**src/hdl/sm3_hash_engine_core_defines.svh**
```systemverilog
// Assertion macros for the SM3 hash engine.
`ifndef SM3_HASH_ENGINE_CORE_DEFINES_SVH
`define SM3_HASH_ENGINE_CORE_DEFINES_SVH
`ifndef SYNTH
`define SM3_ASSERT_IMP(label, clk, rst_n, ante, cons) \
    label: assert property (@(posedge clk) disable iff (!rst_n) (ante) |-> (cons)) \
    else $error("same-cycle assertion failed");
`define SM3_ASSERT_NXT(label, clk, rst_n, ante, cons) \
    label: assert property (@(posedge clk) disable iff (!rst_n) (ante) |=> (cons)) \
    else $error("next-cycle assertion failed");
`else
`define SM3_ASSERT_IMP(label, clk, rst_n, ante, cons)
`define SM3_ASSERT_NXT(label, clk, rst_n, ante, cons)
`endif
`endif

```
**src/hdl/sm3_pkg.sv**
```systemverilog
// Shared types, constants and functions of the SM3 hash engine.
package sm3_pkg;
    localparam logic [31:0] T_LOW  = 32'h79cc4519;
    localparam logic [31:0] T_HIGH = 32'h7a879d8a;
    localparam logic [255:0] SM3_IV = {
        32'h7380166f, 32'h4914b2b9, 32'h172442d7, 32'hda8a0600,
        32'ha96f30bc, 32'h163138aa, 32'he38dee4d, 32'hb0fb0e4e};

    typedef enum logic [1:0] {
        CMD_NONE  = 2'd0,
        CMD_LOAD  = 2'd1,
        CMD_START = 2'd2,
        CMD_CLEAR = 2'd3
    } t_cmd_op;

    typedef struct packed {
        t_cmd_op     op;
        logic [3:0]  addr;
        logic [31:0] data;
    } t_dp_cmd;

    typedef struct packed {
        logic        done;
    } t_dp_status;

    function automatic logic [31:0] rotl(input logic [31:0] x, input logic [4:0] n);
        logic [63:0] d;
        d = {x, x} << n;
        return d[63:32];
    endfunction

    function automatic logic [31:0] p0(input logic [31:0] x);
        return x ^ rotl(x, 5'd9) ^ rotl(x, 5'd17);
    endfunction

    function automatic logic [31:0] p1(input logic [31:0] x);
        return x ^ rotl(x, 5'd15) ^ rotl(x, 5'd23);
    endfunction
endpackage

```
**src/hdl/sm3_hash_engine_core.sv**
```systemverilog
// Top level of the SM3 hash engine: controller plus compression datapath.
// Message words are taken one per cycle while input is not stalled; every 16th word starts a
// 64-round compression at one round per cycle, and input stays stalled until it ends. The final
// word adds one padding load per remaining block position (up to 16 per block), one or two
// compressions with input stalled, and eight digest transfers; then the engine starts a new message.
module sm3_hash_engine_core
    import sm3_pkg::*;
(
    input  logic        i_clk,
    input  logic        i_rst_n,
    input  logic        i_valid,
    output logic        o_stall,
    input  logic [31:0] i_message_word,
    input  logic [2:0]  i_valid_bytes,
    input  logic        i_last_word,
    output logic        o_valid,
    input  logic        i_stall,
    output logic [31:0] o_digest_word,
    output logic        o_digest_last
);
    t_dp_cmd      cmd;
    t_dp_status   status;
    logic [255:0] chain;

    sm3_control u_ctrl (
        .i_clk, .i_rst_n, .i_valid, .o_stall, .i_message_word, .i_valid_bytes,
        .i_last_word, .o_valid, .i_stall, .o_digest_word, .o_digest_last,
        .o_cmd(cmd), .i_status(status), .i_chain(chain));

    sm3_datapath u_dp (
        .i_clk, .i_rst_n, .i_cmd(cmd), .o_status(status), .o_chain(chain));
endmodule

```
**src/hdl/sm3_datapath.sv**
```systemverilog
// Compression datapath: block buffer, 16-word expansion window, round logic, chain value.
module sm3_datapath
    import sm3_pkg::*;
(
    input  logic        i_clk,
    input  logic        i_rst_n,
    input  t_dp_cmd     i_cmd,
    output t_dp_status  o_status,
    output logic [255:0] o_chain
);
    logic [31:0]  r_buf [16];
    logic [31:0]  r_w   [16];
    logic [255:0] r_v;
    logic [255:0] r_abc;
    logic [5:0]   r_j;
    logic         r_busy;
    logic [31:0]  a, b, c, d, e, f, g, h, ff, gg, tj, ss1, ss2, tt1, tt2, a12, wn;

    always_comb begin
        {a, b, c, d, e, f, g, h} = r_abc;
        a12 = rotl(a, 5'd12);
        if (r_j < 6'd16) begin
            tj = T_LOW;
            ff = a ^ b ^ c;
            gg = e ^ f ^ g;
        end else begin
            tj = T_HIGH;
            ff = (a & b) | (a & c) | (b & c);
            gg = (e & f) | (~e & g);
        end
        ss1 = rotl(a12 + e + rotl(tj, r_j[4:0]), 5'd7);
        ss2 = ss1 ^ a12;
        tt1 = ff + d + ss2 + (r_w[0] ^ r_w[4]);
        tt2 = gg + h + ss1 + r_w[0];
        wn  = p1(r_w[0] ^ r_w[7] ^ rotl(r_w[13], 5'd15)) ^ rotl(r_w[3], 5'd7) ^ r_w[10];
    end

    always_ff @(posedge i_clk) begin
        if (i_cmd.op == CMD_LOAD) begin
            r_buf[i_cmd.addr] <= i_cmd.data;
        end
        if (i_cmd.op == CMD_START) begin
            for (int i = 0; i < 15; i++) r_w[i] <= r_buf[i];
            r_w[15] <= i_cmd.data;
            r_abc <= r_v;
        end else if (r_busy) begin
            for (int i = 0; i < 15; i++) r_w[i] <= r_w[i + 1];
            r_w[15] <= wn;
            r_abc <= {tt1, a, rotl(b, 5'd9), c, p0(tt2), e, rotl(f, 5'd19), g};
        end
    end

    always_ff @(posedge i_clk) begin
        if (!i_rst_n) begin
            r_v    <= SM3_IV;
            r_busy <= 1'b0;
            r_j    <= '0;
            o_status.done <= 1'b0;
        end else begin
            o_status.done <= 1'b0;
            if (i_cmd.op == CMD_CLEAR) begin
                r_v <= SM3_IV;
            end
            if (i_cmd.op == CMD_START) begin
                r_busy <= 1'b1;
                r_j    <= '0;
            end else if (r_busy) begin
                r_j <= r_j + 6'd1;
                if (r_j == 6'd63) begin
                    r_busy <= 1'b0;
                    r_v    <= r_v ^ {tt1, a, rotl(b, 5'd9), c, p0(tt2), e,
                                     rotl(f, 5'd19), g};
                    o_status.done <= 1'b1;
                end
            end
        end
    end

    assign o_chain = r_v;
endmodule

```
**src/hdl/sm3_control.sv**
```systemverilog
// Controller: word intake, padding sequence, compression start, digest output.
module sm3_control
    import sm3_pkg::*;
(
    input  logic        i_clk,
    input  logic        i_rst_n,
    input  logic        i_valid,
    output logic        o_stall,
    input  logic [31:0] i_message_word,
    input  logic [2:0]  i_valid_bytes,
    input  logic        i_last_word,
    output logic        o_valid,
    input  logic        i_stall,
    output logic [31:0] o_digest_word,
    output logic        o_digest_last,
    output t_dp_cmd     o_cmd,
    input  t_dp_status  i_status,
    input  logic [255:0] i_chain
);
`include "sm3_hash_engine_core_defines.svh"
    typedef enum logic [1:0] {S_IDLE, S_PAD, S_WAIT, S_OUT} t_state;
    t_state      r_state;
    logic [3:0]  r_fill;
    logic [63:0] r_len;
    logic        r_pad;      // message ended, padding not finished
    logic        r_bit80;    // 0x80 word still owed
    logic        r_hi;       // length high word written in this block
    logic        r_final;    // running compression is the last of the message
    logic [255:0] r_dig;
    logic [2:0]  r_idx;
    logic        acc, out_acc;
    logic [2:0]  nb;
    logic [31:0] keep, pw, pad_word;
    logic [63:0] len_n;

    assign acc     = i_valid && !o_stall;
    assign out_acc = o_valid && !i_stall;
    assign o_stall = (r_state != S_IDLE);
    assign nb      = (i_valid_bytes > 3'd4) ? 3'd4 : i_valid_bytes;

    always_comb begin
        unique case (nb)
            3'd0: keep = 32'h0;
            3'd1: keep = 32'hff000000;
            3'd2: keep = 32'hffff0000;
            3'd3: keep = 32'hffffff00;
            default: keep = 32'hffffffff;
        endcase
        pw = (i_message_word & keep) | ((nb == 3'd4) ? 32'h0 : (32'h80000000 >> {nb, 3'b000}));
        len_n = r_len + (i_last_word ? {58'd0, nb, 3'd0} : 64'd32);
        priority if (r_bit80) pad_word = 32'h80000000;
        else if (r_fill == 4'd14) pad_word = r_len[63:32];
        else if (r_fill == 4'd15 && r_hi) pad_word = r_len[31:0];
        else pad_word = 32'h0;
    end

    always_ff @(posedge i_clk) begin
        if (!i_rst_n) begin
            r_state <= S_IDLE;
            r_fill  <= '0;
            r_len   <= '0;
            r_pad   <= 1'b0;
            r_bit80 <= 1'b0;
            r_hi    <= 1'b0;
            r_final <= 1'b0;
            r_idx   <= '0;
            o_valid <= 1'b0;
            o_cmd   <= '0;
        end else begin
            o_cmd.op <= CMD_NONE;
            unique case (r_state)
                S_IDLE: begin
                    if (acc) begin
                        r_len  <= len_n;
                        o_cmd.addr <= r_fill;
                        o_cmd.data <= i_last_word ? pw : i_message_word;
                        o_cmd.op   <= (r_fill == 4'd15) ? CMD_START : CMD_LOAD;
                        r_fill <= r_fill + 4'd1;
                        r_pad  <= i_last_word;
                        r_bit80 <= i_last_word && (nb == 3'd4);
                        if (r_fill == 4'd15) r_state <= S_WAIT;
                        else if (i_last_word) r_state <= S_PAD;
                    end
                end
                S_PAD: begin
                    o_cmd.addr <= r_fill;
                    o_cmd.data <= pad_word;
                    r_bit80 <= 1'b0;
                    r_fill  <= r_fill + 4'd1;
                    if (!r_bit80 && r_fill == 4'd14) r_hi <= 1'b1;
                    if (r_fill == 4'd15) begin
                        o_cmd.op <= CMD_START;
                        r_final  <= r_hi;
                        r_state  <= S_WAIT;
                    end else begin
                        o_cmd.op <= CMD_LOAD;
                    end
                end
                S_WAIT: begin
                    if (i_status.done) begin
                        if (r_final) begin
                            r_state <= S_OUT;
                            o_valid <= 1'b1;
                            r_idx   <= '0;
                            r_final <= 1'b0;
                            r_pad   <= 1'b0;
                            r_hi    <= 1'b0;
                        end else if (r_pad) begin
                            r_state <= S_PAD;
                        end else begin
                            r_state <= S_IDLE;
                        end
                    end
                end
                S_OUT: begin
                    if (out_acc) begin
                        r_idx <= r_idx + 3'd1;
                        if (r_idx == 3'd7) begin
                            o_valid <= 1'b0;
                            o_cmd.op <= CMD_CLEAR;
                            r_len <= '0;
                            r_fill <= '0;
                            r_state <= S_IDLE;
                        end
                    end
                end
            endcase
        end
    end

    always_ff @(posedge i_clk) begin
        if (r_state == S_WAIT && i_status.done) r_dig <= i_chain;
        else if (r_state == S_OUT && out_acc) r_dig <= r_dig << 32;
    end

    assign o_digest_word = r_dig[255:224];
    assign o_digest_last = (r_idx == 3'd7);

    `SM3_ASSERT_IMP(a_out_only_in_out, i_clk, i_rst_n, o_valid, r_state == S_OUT)
    `SM3_ASSERT_IMP(a_no_take_busy, i_clk, i_rst_n, r_state != S_IDLE, o_stall)
    `SM3_ASSERT_NXT(a_clear_after_last, i_clk, i_rst_n, out_acc && o_digest_last,
        r_state == S_IDLE && r_fill == 4'd0)
endmodule
```
**config.mk**
```make
export PLATFORM = sky130hd
export DESIGN_NAME = sm3_hash_engine_core
export DESIGN_NICKNAME = d
export VERILOG_FILES = /design/src/hdl/sm3_pkg.sv /design/src/hdl/sm3_hash_engine_core.sv /design/src/hdl/sm3_datapath.sv /design/src/hdl/sm3_control.sv
export VERILOG_INCLUDE_DIRS = /design/src /design/src/hdl
export SDC_FILE = /design/constraint.sdc
export NUM_CORES = 2
export LEC_CHECK = 0
export BUFFER_PORTS_ARGS = -buffer_cell sky130_fd_sc_hd__buf_2
export CORE_AREA = 4 4 476 478
export CTS_BUF_LIST = sky130_fd_sc_hd__clkbuf_16
export CTS_CLUSTER_SIZE = 10
export DETAILED_ROUTE_END_ITERATION = 16
export DIE_AREA = 0 0 480 482
export HOLD_SLACK_MARGIN = 0.1
export PLACE_DENSITY = 0.6
export SYNTH_ARGS = -nofsm -noshare
export SYNTH_HDL_FRONTEND = slang
export SYNTH_SLANG_ARGS = --single-unit
```
**constraint.sdc**
```tcl
create_clock -name i_clk -period 25.9 [get_ports i_clk]
set_input_delay 2.59 -clock i_clk [delete_from_list [all_inputs] [get_ports i_clk]]
set_output_delay 2.59 -clock i_clk [all_outputs]
set_load 0.05 [all_outputs]
```
-- Word level (Yosys, flattened, before mapping)
Memories as Yosys holds them, arrays and structs flattened.
Cells that the tools add are included.
- $add $sub $neg: 12
- order comparisons: 2
- equal/unequal tests: 22
- shift-type cells: 2
- multiplexer cells: 90
- bitwise gates (word level): 44
- reduce and logical (&&, ||, !) cells: 32
- operators with widths (kind ; number):
    2-to-1 mux 256 bit ; 8
    2-to-1 mux 32 bit ; 23
    bitwise XOR 32 bit ; 14
    adder 32 bit ; 8
    bitwise XOR 256 bit ; 1
    bitwise AND 32 bit ; 6
    2-to-1 mux 64 bit ; 3
    OR 32 bit ; 4
    one-hot mux 32 bit (4 select lines) ; 1
    one-hot mux 64 bit (2 select lines) ; 1
    one-hot mux 36 bit (2 select lines) ; 1
    adder 64 bit ; 1
    left shift 63 x 5 -> 64 bit ; 1
    2-to-1 mux 38 bit ; 1
    NOT 32 bit ; 1
    right shift 32 x 6 -> 32 bit (first input constant) ; 1
    2-to-1 mux 26 bit ; 1
    2-to-1 mux 1 bit ; 23
    2-to-1 mux 2 bit ; 11
    AND reduction 4 bit ; 5
    OR 1 bit ; 16
    nonzero test 2 bit ; 8
    2-to-1 mux 3 bit ; 4
    2-to-1 mux 4 bit ; 3
    other kinds (33) ; 58
- register bits: 892
- RAM bits: 1024
- input bits: 40
- output and inout bits: 35
- memories kept: 2
- memory list (memory ; words ; width ; read ports ; clocked after Yosys merged registers in ; write ports ; line ; text):
    u_dp.r_buf ; 16 ; 32 ; 15 ; 0 ; 1 ; sm3_datapath.sv:11 ; logic [31:0] r_buf [16];
    u_dp.r_w ; 16 ; 32 ; 16 ; 0 ; 16 ; sm3_datapath.sv:12 ; logic [31:0] r_w [16];

-- Logic depth before layout (Yosys ltp)
- depth in word-level cells: 13
- gate-level depth with buffers: 45
- depth with buffers taken out: 42

-- By module
From an unflattened synthesis, not the netlist that was laid out.
- cell total of the unflattened synthesis: 7819
- area total of the unflattened synthesis: 89773.6 µm²
- modules (own cells, without submodules) (module ; times used ; cells an instance ; area an instance (µm²) ; seq. area each (µm²)):
    sm3_datapath ; 1 ; 6577 ; 73374.1 ; 42761.0
    sm3_control ; 1 ; 1242 ; 16399.5 ; 9949.5

-- Least setup slack after synthesis
OpenSTA, ideal clock, no wires.
- path type: input-to-reg
- from: input i_stall
- to: register u_ctrl.o_valid
- arrival: 24.458 ns
- data required time: 25.755 ns
- path slack: 1.296 ns
- stages on the path: 5
- path buffers: 0
- path through: nand2b_1 > o21ai_0 > o31ai_1 > o21ai_0 > a21oi_1
- longest elaborated chain between the ends: 4
- ends and longest elaborated chain (what ; line ; text):
    start: declaration ; sm3_hash_engine_core.sv:17 ; input logic i_stall,
    logical NOT 1 bit ; sm3_control.sv:37 ; assign out_acc = o_valid && !i_stall;
    logical AND 1 bit ; sm3_control.sv:37 ;
    inequality test 2 x 1 -> 1 bit (no source line) ; -- ;
    AND reduction 5 bit (no source line) ; -- ;
    end signal: assignment ; sm3_control.sv:67 ; o_valid <= 1'b0;
    end signal: assignment ; sm3_control.sv:103 ; o_valid <= 1'b1;
    end signal: assignment ; sm3_control.sv:119 ; o_valid <= 1'b0;
    end: declaration ; sm3_control.sv:12 ; output logic o_valid,
Every way passes these cells.
A chain may end at the register's enable or synchronous reset.

-- Worst setup path in the final report
- from: register u_dp.r_j[0]
- to: register u_dp.r_v[96] (netlist: u_dp.o_chain[96])
- longest elaborated chain between the ends: 12
- ends and longest elaborated chain (what ; line ; text):
    start: declaration ; sm3_datapath.sv:15 ; logic [5:0] r_j;
    start signal: assignment ; sm3_datapath.sv:68 ; r_j <= r_j + 6'd1;
    less-than comparator 6 x 5 -> 1 bit ; sm3_datapath.sv:22 ; if (r_j < 6'd16) begin
    2-to-1 mux 26 bit ; sm3_datapath.sv:22 ;
    left shift 63 x 5 -> 64 bit ; sm3_pkg.sv:28 ; d = {x, x} << n;
    adder 32 bit ; sm3_datapath.sv:31 ; ss1 = rotl(a12 + e + rotl(tj, r_j[4:0]), 5'd7);
    adder 32 bit (2 in a row) ; sm3_datapath.sv:34 ; tt2 = gg + h + ss1 + r_w[0];
    bitwise XOR 32 bit (2 in a row) ; sm3_pkg.sv:33 ; return x ^ rotl(x, 5'd9) ^ rotl(x, 5'd17);
    bitwise XOR 256 bit ; sm3_datapath.sv:71 ; r_v <= r_v ^ {tt1, a, rotl(b, 5'd9), c, p0(tt2), e,
    2-to-1 mux 256 bit * ; sm3_datapath.sv:69 ; if (r_j == 6'd63) begin
    2-to-1 mux 256 bit * ; sm3_datapath.sv:67 ; end else if (r_busy) begin
    2-to-1 mux 256 bit * ; sm3_datapath.sv:64 ; if (i_cmd.op == CMD_START) begin
    end signal: assignment ; sm3_datapath.sv:71 ;
    end: declaration ; sm3_datapath.sv:13 ; logic [255:0] r_v;
Every way passes the cells marked *; elsewhere a longest branch is shown, timed or not.

==> impl_results.md <==
- Origin of the critical flop-to-flop path: u_dp.r_j[0]$_SDFFE_PP0P_
- Sequential element share of the synthesized area: roughly three fifths
- CP required: between 20000 and 30000 ps
- Number of max-slew violations in the final report: 0
- Clk Tree Root Cell: sky130_fd_sc_hd__clkbuf_16
- Crit path kind: reg -> reg
- Final antenna-violating net count: 0
- Max-slew headroom at the worst pin: 7.96%
- Data arrival time of the critical path: 11280 ps
- Smallest setup slack after layout: 15360 ps
- CP max stage cell: sky130_fd_sc_hd__a2111oi_0
- Area Growth Syn to Fin: 11.2%
- Most instantiated cells after synthesis: sky130_fd_sc_hd__edfxtp_1, sky130_fd_sc_hd__nand2_1, sky130_fd_sc_hd__nor2_1, sky130_fd_sc_hd__mux2_2, sky130_fd_sc_hd__o21ai_0
- Drc violations: 0
- Post-synthesis net count: 7957
- Setup Buffers After CTS: 0
- Worst hold margin: 480 ps
- Routability congestion estimate from global placement: 0.967
- Number of hold-repair buffers added at the cts stage: 0
- Number of buffer and inverter instances along the worst setup path: 5
- Initial antenna violation count: 12
- Number of stages on the worst setup path: 38
- Number of resized instances in the post-cts repair step: 0
- Count of synthesis-stage warnings from yosys: 0
- Fill cell count: 20.3k
- Xor/xnor cell area share of the yosys netlist: slightly below 5%
- EDFF count, synth: ~1.5k
- Category of cells accounting for the largest share of critical-path delay: compound AO/OA/AOI/OAI gates
- Critical Path End Type: flip-flop
- Portion of netlist area occupied by mux cells: 7.75%
- Post-Syn Area: 88600 um2
- Synth Area in Compound Gates: around 7.5%
- Area share of fa/ha/maj cells after synthesis: 5.75%
- Highest clock rate: ~0.095 GHz
- Clock tree from TritonCTS: built
- Number of rows in the core area: 173
- Vertical extent of the die: 482 um
- Wire length of the first global-routing pass: 402000 um
- Most instantiated flip-flop cell in the synthesis netlist: sky130_fd_sc_hd__edfxtp_1
- Routed via count: just under 60k
- Largest family of logic cells by synthesized area: simple AND/OR/NAND/NOR gates
- Maximum level of the CTS H-tree: 4
- Share of the synthesized area in the top cell type: between 50% and 60%
- End-of-flow core utilization: 44.4%
- Half-perimeter wire length after placement: 190000 um
- Top cell type by total area after synthesis: sky130_fd_sc_hd__edfxtp_1
- All-layer global routing usage: 23.7%
- Share of the clock period used by the worst path after layout: between 40% and 50%
- Detail Route met3 WL: approximately 18000 um
- Number of buffers inserted by port buffering: 74
- Final global-route overflow total: 0
- Standard cell core area: 222000 um2
- Leakage: 0.0360 uW
- Number of nets in the finished design: 7954
- Asr flop ratio synth: 0%
- Total of endpoints with negative setup slack in the final report: 0
- Peak VDD IR: 0.0000791 V
- Run status: finished clean
- Setup TNS: 0 ps
- Crit path launch type: flip-flop
- Worst setup slack before clock tree synthesis: 15460 ps
- Maximum root-to-sink buffer count: 3
- Top post-synthesis cells by area: sky130_fd_sc_hd__edfxtp_1, sky130_fd_sc_hd__dfxtp_1, sky130_fd_sc_hd__mux2_2, sky130_fd_sc_hd__nand2_1, sky130_fd_sc_hd__fa_1
- Via count of the first global-routing pass: 56.9k
- Number of hold-slack violations in the final timing report: 0
- Synthesized flop and latch total: 1881
- Worst slew pin tran: 1370 ps
- Simple-Gate Fraction of Synth Area: a little under an eighth
- Clk Latency, worst-skew pair: 880 ps
- Total power per unit cell area: 61.6 nW/um2
- X dimension of the die: 480 um
- Starting density of the core: between 30% and 40%
- Max-cap viol count: 0
- Classification of the worst-slack hold path: reg -> reg
- Clock transition at the register clock pins on the worst setup and hold paths after CTS: approximately 60 ps
- Maximum number of pins on one net before global-route repair: 176
- Cells on Worst Hold Path: 2
- Number of distinct standard cells referenced by the synthesized netlist: 87
- Worst setup startpoint: u_dp.r_j[0]$_SDFFE_PP0P_
- Worst Min Path Start: u_ctrl.r_idx[1]$_SDFFE_PN0P_
- Top layer reached by signal wires: met5
- Via count normalized by instance count: 5.46
- Overall die area: 231000 um2
- Unrepaired setup endpoints after global routing: no
- Max incr delay on CP: around 640 ps
- FF-to-FF path depth: 38
- Iteration-0 DRC Markers: 6177
- Total CTS buffers: about 210
- Clk_skew: 83.6 ps
- Top-level I/O count: 75
- Fraction of layout instances using a drive strength above 1: 13.3%
- Router iterations before antenna repair: 8
- Wire length reported by the detailed router: 278000 um
- Max Fanout on Critical Path: 36
- Met1 Wirelength: 115000 um
- Routed length per placed instance: roughly 26 um
- Avg Inst Size Synth: 11.6 um2
- Count of clock tree sinks: around 1.9k
- Routed length on met2: 133000 um
- Post-synthesis instance total: 7623
- Min Tclk post-route: roughly 11000 ps
==> worst reg2reg max path: cells and delay by family, from the launching register on <==
family                   cells  cell delay, ps
XOR/XNOR                     3            1150
adder cells (fa/ha/maj)      7            2880
AO/OA/AOI/OAI               16            3470
buffers and inverters        5            1040
flip-flops                   1             310
AND/OR/NAND/NOR              5            1070
multiplexers                 2             530
==> flip-flops by register name (all words and copies together), names as in the netlist, 4 cells and up <==
register,count
u_ctrl.r_fill,4
u_ctrl.o_cmd,38
u_dp.r_w,512
u_dp.r_j,6
u_ctrl.r_dig,256
u_dp.r_buf,480
u_dp.o_chain,256
u_ctrl.r_len,61
u_dp.r_abc,256
==> cell type report <==
type | count | area [um2] | share of cell area, %
Inverter | 341 | 1290 | 1.31
Multi-Input combinational cell | 5012 | 33300 | 33.8
Timing Repair Buffer | 170 | 1160 | 1.18
Antenna cell | 4 | 10.0 | 0.0102
Clock buffer | 215 | 5380 | 5.46
Sequential cell | 1881 | 52700 | 53.5
Clock inverter | 165 | 988 | 1.00
Tap cell | 2975 | 3720 | 3.78
==> worst paths after layout <==
| check | endpoint | slack [ps] |
|---|---|---|
| max | u_dp.o_chain[96]$_SDFF_PN0_ | 15360 |
| max reg2reg | u_dp.o_chain[96]$_SDFF_PN0_ | 15360 |
| min reg2reg | u_ctrl.r_idx[1]$_SDFFE_PN0P_ | 480 |
| min | u_ctrl.r_idx[1]$_SDFFE_PN0P_ | 480 |
==> layout by cell type (no fill, tap or decap), types with 13 or more instances in the layout <==
cell and count:
sky130_fd_sc_hd__fa_1 189, sky130_fd_sc_hd__dfxtp_1 373, sky130_fd_sc_hd__or3_1 65, sky130_fd_sc_hd__o21ai_0 512, sky130_fd_sc_hd__mux2i_1 74, sky130_fd_sc_hd__a222oi_1 31
sky130_fd_sc_hd__a21o_1 45, sky130_fd_sc_hd__nor2b_1 15, sky130_fd_sc_hd__a31oi_1 29, sky130_fd_sc_hd__nand2_1 1501, sky130_fd_sc_hd__buf_4 91, sky130_fd_sc_hd__xor2_1 116
sky130_fd_sc_hd__o21a_1 23, sky130_fd_sc_hd__a21oi_1 347, sky130_fd_sc_hd__nand3_1 140, sky130_fd_sc_hd__nor3_1 44, sky130_fd_sc_hd__buf_2 73, sky130_fd_sc_hd__ha_1 105
sky130_fd_sc_hd__edfxtp_1 1504, sky130_fd_sc_hd__nand2b_1 20, sky130_fd_sc_hd__a211oi_1 17, sky130_fd_sc_hd__and3_1 48, sky130_fd_sc_hd__mux2_2 544, sky130_fd_sc_hd__xnor2_1 361
sky130_fd_sc_hd__nor2_4 13, sky130_fd_sc_hd__a31o_2 14, sky130_fd_sc_hd__clkbuf_16 215, sky130_fd_sc_hd__nor2_1 544, sky130_fd_sc_hd__o22ai_1 15, sky130_fd_sc_hd__nand4_1 24
sky130_fd_sc_hd__inv_1 469
==> cells by family after synthesis <==
| group | Yosys count |
|---|---|
| buffers and inverters | 730 |
| DFF | 1881 |
| and+or+nand+nor | 2468 |
| AOI/OAI and AO/OA | 1148 |
| adders and majority gates | 294 |
| xor gates and xnor gates | 484 |
| muxes | 618 |
==> report_power, final <==
part / switching (uW) / internal [uW]
combinational: 38.4 / 17.0
sequential: 26.4 / 3250
clock: 1230 / 1510
==> per-stage QoR <==
stage	instance area (um2)	power (uW)	std cells
after floorplan	88600	3350	7623
after global placement	92100	3390	10400
after detailed placement	92100	3390	10400
after CTS	98500	6120	10800
after global routing	98500	6260	10800
final	98500	6070	10800
==> layer usage <==
layer,GRT usage [%],vias up
met5,0,-
met4,10.2,2
met3,3.67,441
met2,39.1,2068
met1,31.1,29700
li1,-,26600
Power figures use the tool's default switching activity.
